## src/rtl/lfds_pkg.sv

```systemverilog
// ----------------------------------------------------------------------------
// lfds_pkg
// Shared codes, sensor patterns and the drive clamp for the line-follow
// drive step unit.
// ----------------------------------------------------------------------------
`default_nettype none

package lfds_pkg;

    // result status codes
    typedef enum logic [2:0] {
        ST_RUN  = 3'd0,
        ST_IDLE = 3'd1,
        ST_DARK = 3'd2,
        ST_HELD = 3'd3,
        ST_TAG  = 3'd4
    } t_status;

    // side lock codes
    typedef enum logic [1:0] {
        LOCK_NONE  = 2'd0,
        LOCK_RIGHT = 2'd1,
        LOCK_LEFT  = 2'd2,
        LOCK_UNUSED = 2'd3
    } t_lock;

    // configuration register indexes
    localparam logic [1:0] REG_BASE_SPEED  = 2'd0;
    localparam logic [1:0] REG_WHITE_LIMIT = 2'd1;
    localparam logic [1:0] REG_TAG_MODE    = 2'd2;
    localparam logic [1:0] REG_UPDATE_GAP  = 2'd3;

    localparam int unsigned CFG_ADDR_W = 4;

    // sensor patterns, a zero bit means line under that sensor
    localparam logic [7:0] PAT_DARK     = 8'h00;
    localparam logic [7:0] PAT_WHITE    = 8'hFF;
    localparam logic [7:0] PAT_CTR_A    = 8'hE7;
    localparam logic [7:0] PAT_CTR_B    = 8'hF7;
    localparam logic [7:0] PAT_CTR_C    = 8'hEF;
    localparam logic [7:0] PAT_R1_A     = 8'hF3;
    localparam logic [7:0] PAT_R1_B     = 8'hFB;
    localparam logic [7:0] PAT_R2_A     = 8'hF9;
    localparam logic [7:0] PAT_R2_B     = 8'hFD;
    localparam logic [7:0] PAT_R3       = 8'hFC;
    localparam logic [7:0] PAT_R_EDGE   = 8'hFE;
    localparam logic [7:0] PAT_L1       = 8'hCF;
    localparam logic [7:0] PAT_L2_A     = 8'h9F;
    localparam logic [7:0] PAT_L2_B     = 8'hDF;
    localparam logic [7:0] PAT_L3_A     = 8'h3F;
    localparam logic [7:0] PAT_L3_B     = 8'hBF;
    localparam logic [7:0] PAT_L_EDGE   = 8'h7F;

    localparam logic signed [8:0] DRIVE_MAX = 9'sd100;
    localparam logic signed [8:0] DRIVE_MIN = 9'sd5;

    // limit a wheel target to -100..-5 or 5..100
    function automatic logic signed [7:0] clamp_drive(input logic signed [8:0] v);
        logic signed [8:0] r;
        begin
            if (!v[8]) begin
                if (v > DRIVE_MAX) begin
                    r = DRIVE_MAX;
                end else if (v < DRIVE_MIN) begin
                    r = DRIVE_MIN;
                end else begin
                    r = v;
                end
            end else begin
                if (v < -DRIVE_MAX) begin
                    r = -DRIVE_MAX;
                end else if (v > -DRIVE_MIN) begin
                    r = -DRIVE_MIN;
                end else begin
                    r = v;
                end
            end
            clamp_drive = r[7:0];
        end
    endfunction

endpackage

`default_nettype wire

```

## src/rtl/line_follow_drive_step_unit.sv

```systemverilog
// ----------------------------------------------------------------------------
// line_follow_drive_step_unit
// Steps a line-following run: maps each sensor pattern to wheel commands,
// tracks side lock, all-white runs and the drive update gap.
// ----------------------------------------------------------------------------
// Usage: an input item (sensors, now_ms, start_req) is taken when i_in_valid
// and o_in_ready are both high. Every item gives exactly one result item
// (drive_valid, left_drive, right_drive, status), offered on o_out_valid and
// taken when i_out_ready is high.
// The item is captured in an input register, the pattern lookup, white-run
// count, gap compare and clamp are done in one pass and the result lands in
// the output register. One item per cycle is sustained while the receiver
// keeps i_out_ready high; the run state is updated as the item moves into
// the output register, so the next item already sees it.
// When the receiver stalls the output register holds; the input register
// still fills, and o_in_ready drops only when both registers are occupied.
// Synchronous active-low reset empties both registers, clears the run state
// and loads the register defaults (base 0, white limit 50, tag mode 0,
// gap 2). The user must write registers over the APB port only while no
// item is in flight; the block does not enforce this; pready is always high.
// ----------------------------------------------------------------------------
`default_nettype none

module line_follow_drive_step_unit (
    input  wire logic                          i_clk,
    input  wire logic                          i_rst_n,
    // input item channel
    input  wire logic                          i_in_valid,
    output logic                               o_in_ready,
    input  wire logic [7:0]                    i_sensors,
    input  wire logic [31:0]                   i_now_ms,
    input  wire logic                          i_start_req,
    // result item channel
    output logic                               o_out_valid,
    input  wire logic                          i_out_ready,
    output logic                               o_drive_valid,
    output logic signed [7:0]                  o_left_drive,
    output logic signed [7:0]                  o_right_drive,
    output logic [2:0]                         o_status,
    // configuration port
    input  wire logic                          psel,
    input  wire logic                          penable,
    input  wire logic                          pwrite,
    input  wire logic [lfds_pkg::CFG_ADDR_W-1:0] paddr,
    input  wire logic [31:0]                   pwdata,
    output logic [31:0]                        prdata,
    output logic                               pready
);
    import lfds_pkg::*;

    // configuration
    logic [6:0]  r_base_speed;
    logic [7:0]  r_white_limit;
    logic        r_tag_mode;
    logic [7:0]  r_update_gap;

    // run state
    logic        r_run_active, n_run_active;
    logic        r_run_held, n_run_held;
    t_lock       r_side_lock, n_side_lock;
    logic [7:0]  r_white_run, n_white_run;
    logic signed [8:0] r_left_target, n_left_target;
    logic signed [8:0] r_right_target, n_right_target;
    logic [31:0] r_last_time, n_last_time;

    // input register
    logic        r_s1_valid;
    logic [7:0]  r_s1_sensors;
    logic [31:0] r_s1_now;
    logic        r_s1_start;

    // output register
    logic        r_out_valid;
    logic        r_drive_valid, n_drive_valid;
    logic signed [7:0] r_left_drive, n_left_drive;
    logic signed [7:0] r_right_drive, n_right_drive;
    t_status     r_status, n_status;

    logic        w_out_free;
    logic        w_s1_adv;
    logic        w_cfg_wr;

    logic        w_hit;
    logic signed [8:0] w_l_off, w_r_off;
    t_lock       w_lock;
    logic        w_active, w_held;
    logic [31:0] w_due;

    assign w_out_free = !r_out_valid || i_out_ready;
    assign w_s1_adv   = r_s1_valid && w_out_free;
    assign o_in_ready = !r_s1_valid || w_out_free;
    assign w_cfg_wr   = psel && penable && pwrite;
    assign pready     = 1'b1;

    always_comb begin
        case (paddr[3:2])
            REG_BASE_SPEED:  prdata = {25'd0, r_base_speed};
            REG_WHITE_LIMIT: prdata = {24'd0, r_white_limit};
            REG_TAG_MODE:    prdata = {31'd0, r_tag_mode};
            REG_UPDATE_GAP:  prdata = {24'd0, r_update_gap};
            default:         prdata = 32'd0;
        endcase
    end

    // pattern to wheel offsets; the two side groups are mutually exclusive
    always_comb begin
        w_hit   = 1'b1;
        w_l_off = 9'sd0;
        w_r_off = 9'sd0;
        w_lock  = r_side_lock;
        if (r_s1_sensors == PAT_CTR_A || r_s1_sensors == PAT_CTR_B
                || r_s1_sensors == PAT_CTR_C) begin
            w_l_off = 9'sd0;
            w_r_off = 9'sd0;
        end else if (r_side_lock != LOCK_LEFT
                && (r_s1_sensors == PAT_R1_A || r_s1_sensors == PAT_R1_B)) begin
            w_l_off = 9'sd30;   w_r_off = -9'sd30;  w_lock = LOCK_NONE;
        end else if (r_side_lock != LOCK_LEFT
                && (r_s1_sensors == PAT_R2_A || r_s1_sensors == PAT_R2_B)) begin
            w_l_off = 9'sd40;   w_r_off = -9'sd60;  w_lock = LOCK_NONE;
        end else if (r_side_lock != LOCK_LEFT && r_s1_sensors == PAT_R3) begin
            w_l_off = 9'sd50;   w_r_off = -9'sd90;  w_lock = LOCK_NONE;
        end else if (r_side_lock != LOCK_LEFT && r_s1_sensors == PAT_R_EDGE) begin
            w_l_off = 9'sd60;   w_r_off = -9'sd120; w_lock = LOCK_RIGHT;
        end else if (r_side_lock != LOCK_RIGHT && r_s1_sensors == PAT_L1) begin
            w_l_off = -9'sd30;  w_r_off = 9'sd30;   w_lock = LOCK_NONE;
        end else if (r_side_lock != LOCK_RIGHT
                && (r_s1_sensors == PAT_L2_A || r_s1_sensors == PAT_L2_B)) begin
            w_l_off = -9'sd60;  w_r_off = 9'sd40;   w_lock = LOCK_NONE;
        end else if (r_side_lock != LOCK_RIGHT
                && (r_s1_sensors == PAT_L3_A || r_s1_sensors == PAT_L3_B)) begin
            w_l_off = -9'sd90;  w_r_off = 9'sd50;   w_lock = LOCK_NONE;
        end else if (r_side_lock != LOCK_RIGHT && r_s1_sensors == PAT_L_EDGE) begin
            w_l_off = -9'sd120; w_r_off = 9'sd60;   w_lock = LOCK_LEFT;
        end else begin
            w_hit = 1'b0;
        end
    end

    assign w_active = r_run_active || r_s1_start;
    assign w_held   = r_run_held && !r_s1_start;
    assign w_due    = r_last_time + {24'd0, r_update_gap};

    always_comb begin
        n_run_active   = w_active;
        n_run_held     = w_held;
        n_side_lock    = r_side_lock;
        n_white_run    = r_white_run;
        n_left_target  = r_left_target;
        n_right_target = r_right_target;
        n_last_time    = r_last_time;
        n_drive_valid  = 1'b0;
        n_left_drive   = 8'sd0;
        n_right_drive  = 8'sd0;
        n_status       = ST_RUN;
        if (!w_active || w_held) begin
            n_status = w_held ? ST_HELD : ST_IDLE;
        end else if (r_s1_sensors == PAT_DARK) begin
            n_run_active  = 1'b0;
            n_drive_valid = 1'b1;
            n_status      = ST_DARK;
        end else begin
            if (w_hit) begin
                n_left_target  = $signed({2'b00, r_base_speed}) + w_l_off;
                n_right_target = $signed({2'b00, r_base_speed}) + w_r_off;
                n_side_lock    = w_lock;
            end
            if (r_s1_sensors == PAT_WHITE) begin
                if (r_white_run > r_white_limit) begin
                    n_white_run = 8'd0;
                    if (r_tag_mode) begin
                        n_run_active = 1'b0;
                        n_status     = ST_TAG;
                    end else begin
                        n_run_held = 1'b1;
                        n_status   = ST_HELD;
                    end
                end else if (r_white_run != 8'hFF) begin
                    n_white_run = r_white_run + 8'd1;
                end
            end else begin
                n_white_run = 8'd0;
            end
            if (n_run_active) begin
                if (w_due < r_s1_now) begin
                    n_drive_valid = 1'b1;
                    n_left_drive  = clamp_drive(n_left_target);
                    n_right_drive = clamp_drive(n_right_target);
                    n_last_time   = r_s1_now;
                end
            end else begin
                n_drive_valid = 1'b1;
            end
        end
    end

    always_ff @(posedge i_clk) begin
        if (!i_rst_n) begin
            r_base_speed  <= 7'd0;
            r_white_limit <= 8'd50;
            r_tag_mode    <= 1'b0;
            r_update_gap  <= 8'd2;
        end else if (w_cfg_wr) begin
            case (paddr[3:2])
                REG_BASE_SPEED:  r_base_speed  <= pwdata[6:0];
                REG_WHITE_LIMIT: r_white_limit <= pwdata[7:0];
                REG_TAG_MODE:    r_tag_mode    <= pwdata[0];
                REG_UPDATE_GAP:  r_update_gap  <= pwdata[7:0];
                default: ;
            endcase
        end
    end

    always_ff @(posedge i_clk) begin
        if (!i_rst_n) begin
            r_run_active   <= 1'b0;
            r_run_held     <= 1'b0;
            r_side_lock    <= LOCK_NONE;
            r_white_run    <= 8'd0;
            r_left_target  <= 9'sd0;
            r_right_target <= 9'sd0;
            r_last_time    <= 32'd0;
        end else if (w_s1_adv) begin
            r_run_active   <= n_run_active;
            r_run_held     <= n_run_held;
            r_side_lock    <= n_side_lock;
            r_white_run    <= n_white_run;
            r_left_target  <= n_left_target;
            r_right_target <= n_right_target;
            r_last_time    <= n_last_time;
        end
    end

    always_ff @(posedge i_clk) begin
        if (!i_rst_n) begin
            r_s1_valid <= 1'b0;
        end else if (o_in_ready) begin
            r_s1_valid <= i_in_valid;
        end
    end

    always_ff @(posedge i_clk) begin
        if (o_in_ready && i_in_valid) begin
            r_s1_sensors <= i_sensors;
            r_s1_now     <= i_now_ms;
            r_s1_start   <= i_start_req;
        end
    end

    always_ff @(posedge i_clk) begin
        if (!i_rst_n) begin
            r_out_valid <= 1'b0;
        end else if (w_out_free) begin
            r_out_valid <= r_s1_valid;
        end
    end

    always_ff @(posedge i_clk) begin
        if (w_s1_adv) begin
            r_drive_valid <= n_drive_valid;
            r_left_drive  <= n_left_drive;
            r_right_drive <= n_right_drive;
            r_status      <= n_status;
        end
    end

    assign o_out_valid   = r_out_valid;
    assign o_drive_valid = r_drive_valid;
    assign o_left_drive  = r_left_drive;
    assign o_right_drive = r_right_drive;
    assign o_status      = r_status;

endmodule

`default_nettype wire

```

## config.mk

```make
export PLATFORM = sky130hd
export DESIGN_NAME = line_follow_drive_step_unit
export DESIGN_NICKNAME = d
export VERILOG_FILES = /design/src/rtl/lfds_pkg.sv /design/src/rtl/line_follow_drive_step_unit.sv
export SDC_FILE = /design/constraint.sdc
export NUM_CORES = 1
export LEC_CHECK = 0
export CORE_MARGIN = 5
export CORE_UTILIZATION = 62
export DETAILED_ROUTE_END_ITERATION = 8
export DONT_BUFFER_PORTS = 1
export PLACE_DENSITY = 0.79
export SYNTH_ARGS = -nofsm -noshare
export SYNTH_HDL_FRONTEND = slang
export SYNTH_SLANG_ARGS = --single-unit
```

## constraint.sdc

```tcl
create_clock -name i_clk -period 6.3 [get_ports i_clk]
set_input_delay 0.315 -clock i_clk [delete_from_list [all_inputs] [get_ports i_clk]]
set_output_delay 0.315 -clock i_clk [all_outputs]
set_load 0.03 [all_outputs]
```

==> results.md, run 1 <==
- Status: finished, final reports clean
- Layout cells sized above 1: roughly 5.6%
- IO Pins: between 100 and 150
- Post-Syn Area: 9260 µm²
- Pwr Density: approximately 230 nW/µm²
- Die Span X: roughly 130 µm
- Clock tree root buffer cell: clkbuf_16
- Worst reg2reg startpoint: r_update_gap[0]
- Max IR drop VDD: roughly 200 µV
- Num Clock Sinks: 149
- First-pass GRT wire length: about 37 mm
- WHS Endpoint: r_s1_valid
- Via density: 6.29
- Slew Limit Fails: 0
- Synth cell types: 72
- Row count: between 40 and 50
- Fin crit share: a little over four fifths
- Final min period: approximately 5.3 ns
- Synth area leader: edfxtp_1
- Synth Instances: around 1100
- Fraction of registers with async set or reset after synthesis: 0%
- Top_reg_cell synth: dfxtp_1
- Final hold vios: 0
- RR Endpoint: o_right_drive[5]
- Vias in the first global route: ~7400
- Post-synth top area share: between 10% and 20%
- Filler Cell Count: ~1100
- Worst Path Arrival: roughly 5.5 ns
- Max Cap Viol: 0
- CTS tree: done
- Core ar.: 14600 µm²
- Critical path's largest stage delay: about 0.53 ns
- Final net count: ~1200
- GPL Wtd Cong: about 0.96
- Drc violations: 0
- Clock Tree Buf Depth: 2
- Post-synth EDFFs: 61
- Routed Antenna Nets: 0
- Total CTS buffers: 17
- # setup viols final: 0
- Worst r2r path cells: 18
- Total gr overflow: 0
- F_max: 190 MHz
- Initial DRC count: 747
- First-pass detailed-route iteration total: 6
- Crit-path cells: ha_1, fa_1, a21o_1, a21oi_1, nor2_1, o21ai_0, a21oi_1, nand2_1, nor4_1, xor2_1, ha_1, nand4_1, nor2_1, a221o_1, a311oi_1, and3_1, nand2_1, a311oi_1
- CP endpoint kind: flop
- Synth top area cells: edfxtp_1 (20%), dfxtp_1 (19%), ha_1 (8.0%)
- RSZ-0062 raised after global routing: false
- Die Area: ~17000 µm²
- GRT Total Usage: between 20% and 30%
- Syn Area/Cell: between 8 and 9 µm²
- Starting density of the core: a little under two thirds
- Via count: about 8000
- Post-Route M1 WL: ~9.4 mm
- CP delay by family, top: compound AO/OA/AOI/OAI gates
- Min-delay src: i_in_valid
- Leak: 4.19 nW
- Relative slew slack: between 20% and 30%
- Latest clock arrival within the worst-skew pair: 0.43 ns
- Skew final: ~0.0086 ns
- Chip Height: about 130 µm
- Worst slew pin tran: 1.14 ns
- DR WL met3: 1.99 mm
- DR WL met2: approximately 10 mm
- Critical Path Fanout Max: 16
- Top layer in use: met4
- Dpl hpwl: 15.1 mm
- IO Port Bufs: 0
- Drt wl/cell: around 18 µm
- Final core occ: 70.7%
- Pin count of the biggest net entering global routing: 49
- CP Launch Type: flop
- TNS Setup: 0 ns
- Data required, critical path: around 6.5 ns
- R2R setup slack: 1.04 ns
- Worst Path Class, Setup: reg2reg
- Detailed Route WL: approximately 23 mm
- Hold WC Path Type: in2reg
- Hold Path Depth: 2
- Slowest cell on the critical path: nor4_1
- Initial antenna violation count: 1
- H-Tree Depth: 4
- Flops & latches, synth: around 150
- CP bufs+invs: 0
- Register area share after synthesis: approximately two fifths
- Clk slew on worst S/H paths: about 0.060 ns
- Synthesis-to-finish area growth: 11.4%
- Yosys warnings: 0
worst max-delay path by stage:
stage / cells after the start / slack (ns) / startpoint / endpoint
2_1_floorplan: 18 / 2.04 / r_update_gap[1] / o_right_drive[3]
3_3_place_gp: 18 / 1.36 / r_update_gap[0] / o_right_drive[6]
3_5_place_dp: 18 / 1.14 / r_update_gap[0] / o_right_drive[5]
4_1_cts: 18 / 1.12 / r_update_gap[0] / o_right_drive[5]
5_1_grt: 18 / 0.65 / r_update_gap[0] / o_right_drive[5]
6_report: 18 / 1.04 / r_update_gap[0] / o_right_drive[5]
stage by stage:
stage | instances | worst slack, ns | instance area (µm²) | hold WS [ns] | total power [mW]
after global routing | 1277 | 0.652 | 10300 | 0.00797 | 2.47
after global placement | 1202 | 1.36 | 9280 | 0.381 | 1.32
final | 1277 | 1.04 | 10300 | 0.0104 | 2.39
after detailed placement | 1202 | 1.14 | 9280 | 0.383 | 1.32
after floorplan | 1081 | 2.04 | 9340 | 0.377 | 1.29
after CTS | 1276 | 1.12 | 10300 | 0.00162 | 2.39
synthesized netlist by cell type (all sizes together) (19+ instances only):
cell type,n
a21o,19
a21oi,94
buf,42
clkbuf,32
dfxtp,88
edfxtp,61
ha,59
inv,57
mux2i,36
nand2,78
nand2b,19
nand3,56
nor2,101
nor3,21
o21ai,68
xor2,22
power by group:
group | internal, mW | total [mW] | switching [mW]
Clock | 0.637 | 1.05 | 0.417
Sequential | 1.05 | 1.09 | 0.0454
Combinational | 0.0876 | 0.240 | 0.152
sequential cells by signal, summed over array words and instances (netlist names), 2 cells and up:
| signal | count |
|---|---|
| r_s1_sensors | 8 |
| r_white_run | 8 |
| r_base_speed | 7 |
| r_last_time | 32 |
| r_white_limit | 8 |
| o_left_drive | 8 |
| r_side_lock | 2 |
| r_left_target | 9 |
| r_update_gap | 8 |
| o_status | 3 |
| r_right_target | 9 |
| o_right_drive | 8 |
| r_s1_now | 32 |
routing by layer:
layer | track usage (%) | vias up
li1 | - | 3832
met1 | 32.8 | 3728
met2 | 41.1 | 395
met3 | 6.26 | 78
met4 | 11.1 | 0
met5 | 0 | -
timing repair:
action,in CTS,in global routing
resized for setup,0,0
hold buffers,42,0
buffers inserted,0,0
endpoints found under the hold margin,46,0
worst register-to-register path: stages, from the launching register on:
cell,delay [ns]
dfxtp_1,0.36
ha_1,0.20
fa_1,0.22
a21o_1,0.13
a21oi_1,0.09
nor2_1,0.09
o21ai_0,0.10
a21oi_1,0.45
nand2_1,0.40
nor4_1,0.54
xor2_1,0.21
ha_1,0.27
nand4_1,0.15
nor2_1,0.07
a221o_1,0.34
a311oi_1,0.38
and3_1,0.25
nand2_1,0.34
a311oi_1,0.45
cell families (layout without fill, tap and decap cells):
logic type / count (synthesis) / count (layout) / share of synthesized area, %
AO/OA/AOI/OAI: 275 / 275 / 19.0
flip-flops: 149 / 149 / 38.8
buffers and inverters: 131 / 142 / 6.47
other: 2 / 26 / 0.0811
adder cells (fa/ha/maj): 62 / 62 / 8.62
XOR/XNOR: 40 / 40 / 3.78
multiplexers: 37 / 37 / 4.14
AND/OR/NAND/NOR: 362 / 362 / 19.1
cells in the final DEF (no fill, tap or decap), types with 5 or more instances in the layout:
cell	Yosys	routed
or3_1	6	6
nand2b_1	19	19
a311oi_1	6	6
a31oi_1	8	8
o21a_1	5	5
o31ai_1	6	6
nor2b_1	14	13
o2111ai_1	6	6
a21oi_1	94	94
xor2_1	22	22
nand3_1	56	56
nor2_1	101	101
nand4_1	15	15
a211o_1	5	5
ha_1	59	59
dlygate4sd3_1	0	42
and2_1	10	9
a21o_1	19	19
inv_1	56	56
a211oi_1	17	17
mux2i_1	36	36
xnor2_1	18	18
o21ai_0	68	68
inv_6	0	5
nand2_1	77	77
conb_1	2	25
dfxtp_1	88	88
nor4_1	10	10
edfxtp_1	61	61
nor3_1	20	20
buf_4	26	11
and3_1	11	10
clkbuf_16	0	17
o211ai_1	8	8
final cells by class:
| cell class | instances | area [µm²] | share of cell area, % |
|---|---|---|---|
| multi-input combinational | 801 | 5150 | 50.0 |
| sequential | 149 | 3590 | 34.9 |
| timing repair buffer | 53 | 503 | 4.88 |
| clock buffer | 18 | 439 | 4.26 |
| tap | 184 | 230 | 2.23 |
| inverter | 57 | 214 | 2.08 |
| clock inverter | 14 | 171 | 1.66 |
| antenna | 1 | 2.50 | 0.0243 |
No activity file was read; power rests on OpenSTA's default activity.
==> run 2, diff against run 1 <==
--- a/config.mk
+++ b/config.mk
@@ -6,10 +6,10 @@
 export NUM_CORES = 1
 export LEC_CHECK = 0
 export CORE_MARGIN = 5
-export CORE_UTILIZATION = 62
+export CORE_UTILIZATION = 58
 export DETAILED_ROUTE_END_ITERATION = 8
 export DONT_BUFFER_PORTS = 1
-export PLACE_DENSITY = 0.79
+export PLACE_DENSITY = 0.77
 export SYNTH_ARGS = -nofsm -noshare
 export SYNTH_HDL_FRONTEND = slang
 export SYNTH_SLANG_ARGS = --single-unit
==> constraint.sdc (replaced) <==
create_clock -name i_clk -period 4.31 [get_ports i_clk]
set_input_delay 0.2155 -clock i_clk [delete_from_list [all_inputs] [get_ports i_clk]]
set_output_delay 0.2155 -clock i_clk [all_outputs]
set_load 0.03 [all_outputs]
==> results.md, run 2 (synthesized netlist as in run 1, its figures left out) <==
- Worst Path Class, Setup: reg2reg
- P_sw: 883 µW (+44%)
- Final net count: 1280 (+4.5%)
- Placed insts: 1273 (+5.9%)
- Combinational Power Share: 11.7% (+1.6 points)
- Worst slew pin tran: 1.25 ns (+0.107 ns)
- Synthesis-to-finish area growth: 18.7%
- Most common cell after layout, fill and taps aside: nor2_1
- H-Tree Depth: 4 (unchanged)
- IO Pins: 139 (unchanged)
- Crit-path cells: ha_1, a21o_1, a21o_1, a21oi_2, o21ai_2, a41oi_2, buf_2, nand2b_1, xnor2_1, ha_1, a21oi_1, o21ai_0, a221o_1, a311oi_2, buf_4, and3_4, nand2_1, buf_12, a211oi_1
- Hold WC Path Type: in2reg
- Fin crit share: 98.2% (+15 points)
- Via count: 8207 (+2.2%)
- RSZ-0062 raised after global routing: true
- Status: finished, final reports clean
- Final core occ: 69.7% (-0.96 points)
- Clock Tree Buf Depth: 2 (unchanged)
- Pin count of the biggest net entering global routing: 42 (-14%)
- Slowest cell on the critical path: dfxtp_2
- CTS tree: done
- Total gr overflow: 0 (unchanged)
- Initial DRC count: 852 (+14%)
- R2R setup slack: 0.08 ns (-0.96 ns)
- Core ar.: 15800 µm² (+8.1%)
- Data required, critical path: 4.55 ns (-1.95 ns)
- CP delay by family, top: compound AO/OA/AOI/OAI gates
- Antenna diode count: 0 (-1)
- Hold Path Depth: 3 (+1)
- Num Clock Sinks: 149 (unchanged)
- P_int: 2.62 mW (+48%)
- Clk slew on worst S/H paths: 0.06 ns (about the same)
- Final hold vios: 0 (unchanged)
- Row count: 46 (+4.5%)
- WHS Endpoint: o_out_valid
- CP Launch Type: flop
- Chip Height: 136 µm (+3.1%)
- Die Span X: 136 µm (+3.1%)
- Sw Share: 25.2% (-0.54 points)
- First-pass GRT wire length: 37.9 mm (+3.3%)
- Top flop regs: r_last_time x32, r_s1_now x32
- Vias in the first global route: 7812 (+5.7%)
- GRT Total Usage: 25.6% (+0.092 points)
- Drt wl/cell: 17.7 µm (-0.98%)
- Min-delay src: i_out_ready
- Die Area: 18600 µm² (+6.4%)
- TNS Setup: 0 ns (unchanged)
- Dpl hpwl: 16.0 mm (+5.6%)
- GPL Wtd Cong: 0.965 (+0.10%)
- Most frequent cells in the layout: nor2_1 (100), a21oi_1 (90), dfxtp_1 (85)
- Leak: 4.49 nW (+7.1%)
- Via density: 6.02 (-4.3%)
- Share of power burned in the clock network: 42.8% (-1.4 points)
- Fin cells: 1363 (+6.7%)
- Starting density of the core: 58.7% (-4.8 points)
- Worst reg2reg startpoint: r_update_gap[1]
- Detailed Route WL: 24.1 mm (+5.7%)
- RR Endpoint: o_right_drive[3]
- IO Port Bufs: 0 (unchanged)
- CP endpoint kind: flop
- Layout cells sized above 1: 11.6% (+6.0 points)
- Worst r2r path cells: 19 (+1)
- CP bufs+invs: 3 (+3)
- Critical Path Fanout Max: 12 (-4)
- Final min period: 4.23 ns (-1.03 ns)
- Skew final: 0.00750 ns (-0.00108 ns)
- Clock tree root buffer cell: clkbuf_16
- Slew Limit Fails: 0 (unchanged)
- Part of the power in registers: 45.5% (-0.3 points)
- Initial antenna violation count: 0 (-1)
- Total CTS buffers: 17 (unchanged)
- Drc violations: 0 (unchanged)
- First-pass detailed-route iteration total: 5 (-1)
- Routed Antenna Nets: 0 (unchanged)
- Max IR drop VDD: 308 µV (+51%)
- Relative slew slack: 16.0% (-7.6 points)
- # setup viols final: 0 (unchanged)
- Tot Pwr: 3.50 mW (+47%)
- Worst Path Arrival: 4.47 ns (-0.99 ns)
- Latest clock arrival within the worst-skew pair: 0.43 ns (about the same)
- Critical path's largest stage delay: 0.36 ns (-0.17 ns)
- F_max: 236 MHz (+24%)
- Pwr Density: 319 nW/µm² (+38%)
- Max Cap Viol: 0 (unchanged)
- Stages on the worst setup path: 19 (+1)
-- run 2: cell count changes in the layout (fill, tap and decap cells not counted), sizes merged --
cell and change:
inv -3, clkinvlp -3, diode -1, clkinv +3
dlygate4sd3 +10, bufinv -1, buf +45, clkbuf +4
-- run 2: power by group through the flow --
| stage | Clock, mW | Combinational [mW] | Sequential (mW) |
|---|---|---|---|
| after floorplan | 0 | 0.276 | 1.61 |
| after global placement | 0 | 0.339 | 1.62 |
| after detailed placement | 0 | 0.346 | 1.62 |
| after CTS | 1.52 | 0.392 | 1.59 |
| after global routing | 1.58 | 0.449 | 1.60 |
| final | 1.50 | 0.410 | 1.59 |
-- run 2: worst min-delay path, cell delays in order --
cell,delay [ns]
nor2b_1,0.06
nor2_1,0.09
nor2_1,0.04
-- run 2: stage by stage --
stage	hold slack (ns)	setup slack (ns)	instance area (µm²)
finish	0.0216	0.0771	11000
global route	0.0388	-0.172	11000
CTS	0.0135	0.00753	10800
detailed placement	0.282	-0.100	9650
global placement	0.281	-0.0792	9650
floorplan	0.277	0.0540	9340
-- run 2: worst max path at each step --
stage	from	end	slack, ns
global route	r_update_gap[1]	o_right_drive[3]	-0.17
detailed placement	r_update_gap[0]	o_right_drive[1]	-0.10
CTS	r_last_time[14]	o_right_drive[3]	0.008
floorplan	r_update_gap[1]	o_right_drive[3]	0.05
finish	r_update_gap[1]	o_right_drive[3]	0.08
global placement	r_update_gap[0]	o_right_drive[1]	-0.08
-- run 2: cell type report --
class                           count  area [µm²]
Clock buffer                       22         487
Clock inverter                     10         118
Fill cell                        1190        4780
Inverter                           57         214
Multi-Input combinational cell    801        5330
Sequential cell                   149        3600
Tap cell                          216         270
Timing Repair Buffer              108         980
-- run 2: repair_timing --
action,4_1_cts,5_1_grt
setup buffers,1,4
cloned,1,0
pin swaps,0,9
endpoints found under the setup margin,39,48
hold buffers,52,0
resized for setup,12,31
endpoints found under the hold margin,67,0
-- run 2: metal layers --
layer | routed length, µm | vias up | GRT usage (%)
met2 | 11600 | 317 | 42.5
li1 | - | 3939 | -
met5 | 0 | - | 0
met4 | 757 | 0 | 11.7
met3 | 1430 | 58 | 5.66
met1 | 10300 | 3893 | 31.9
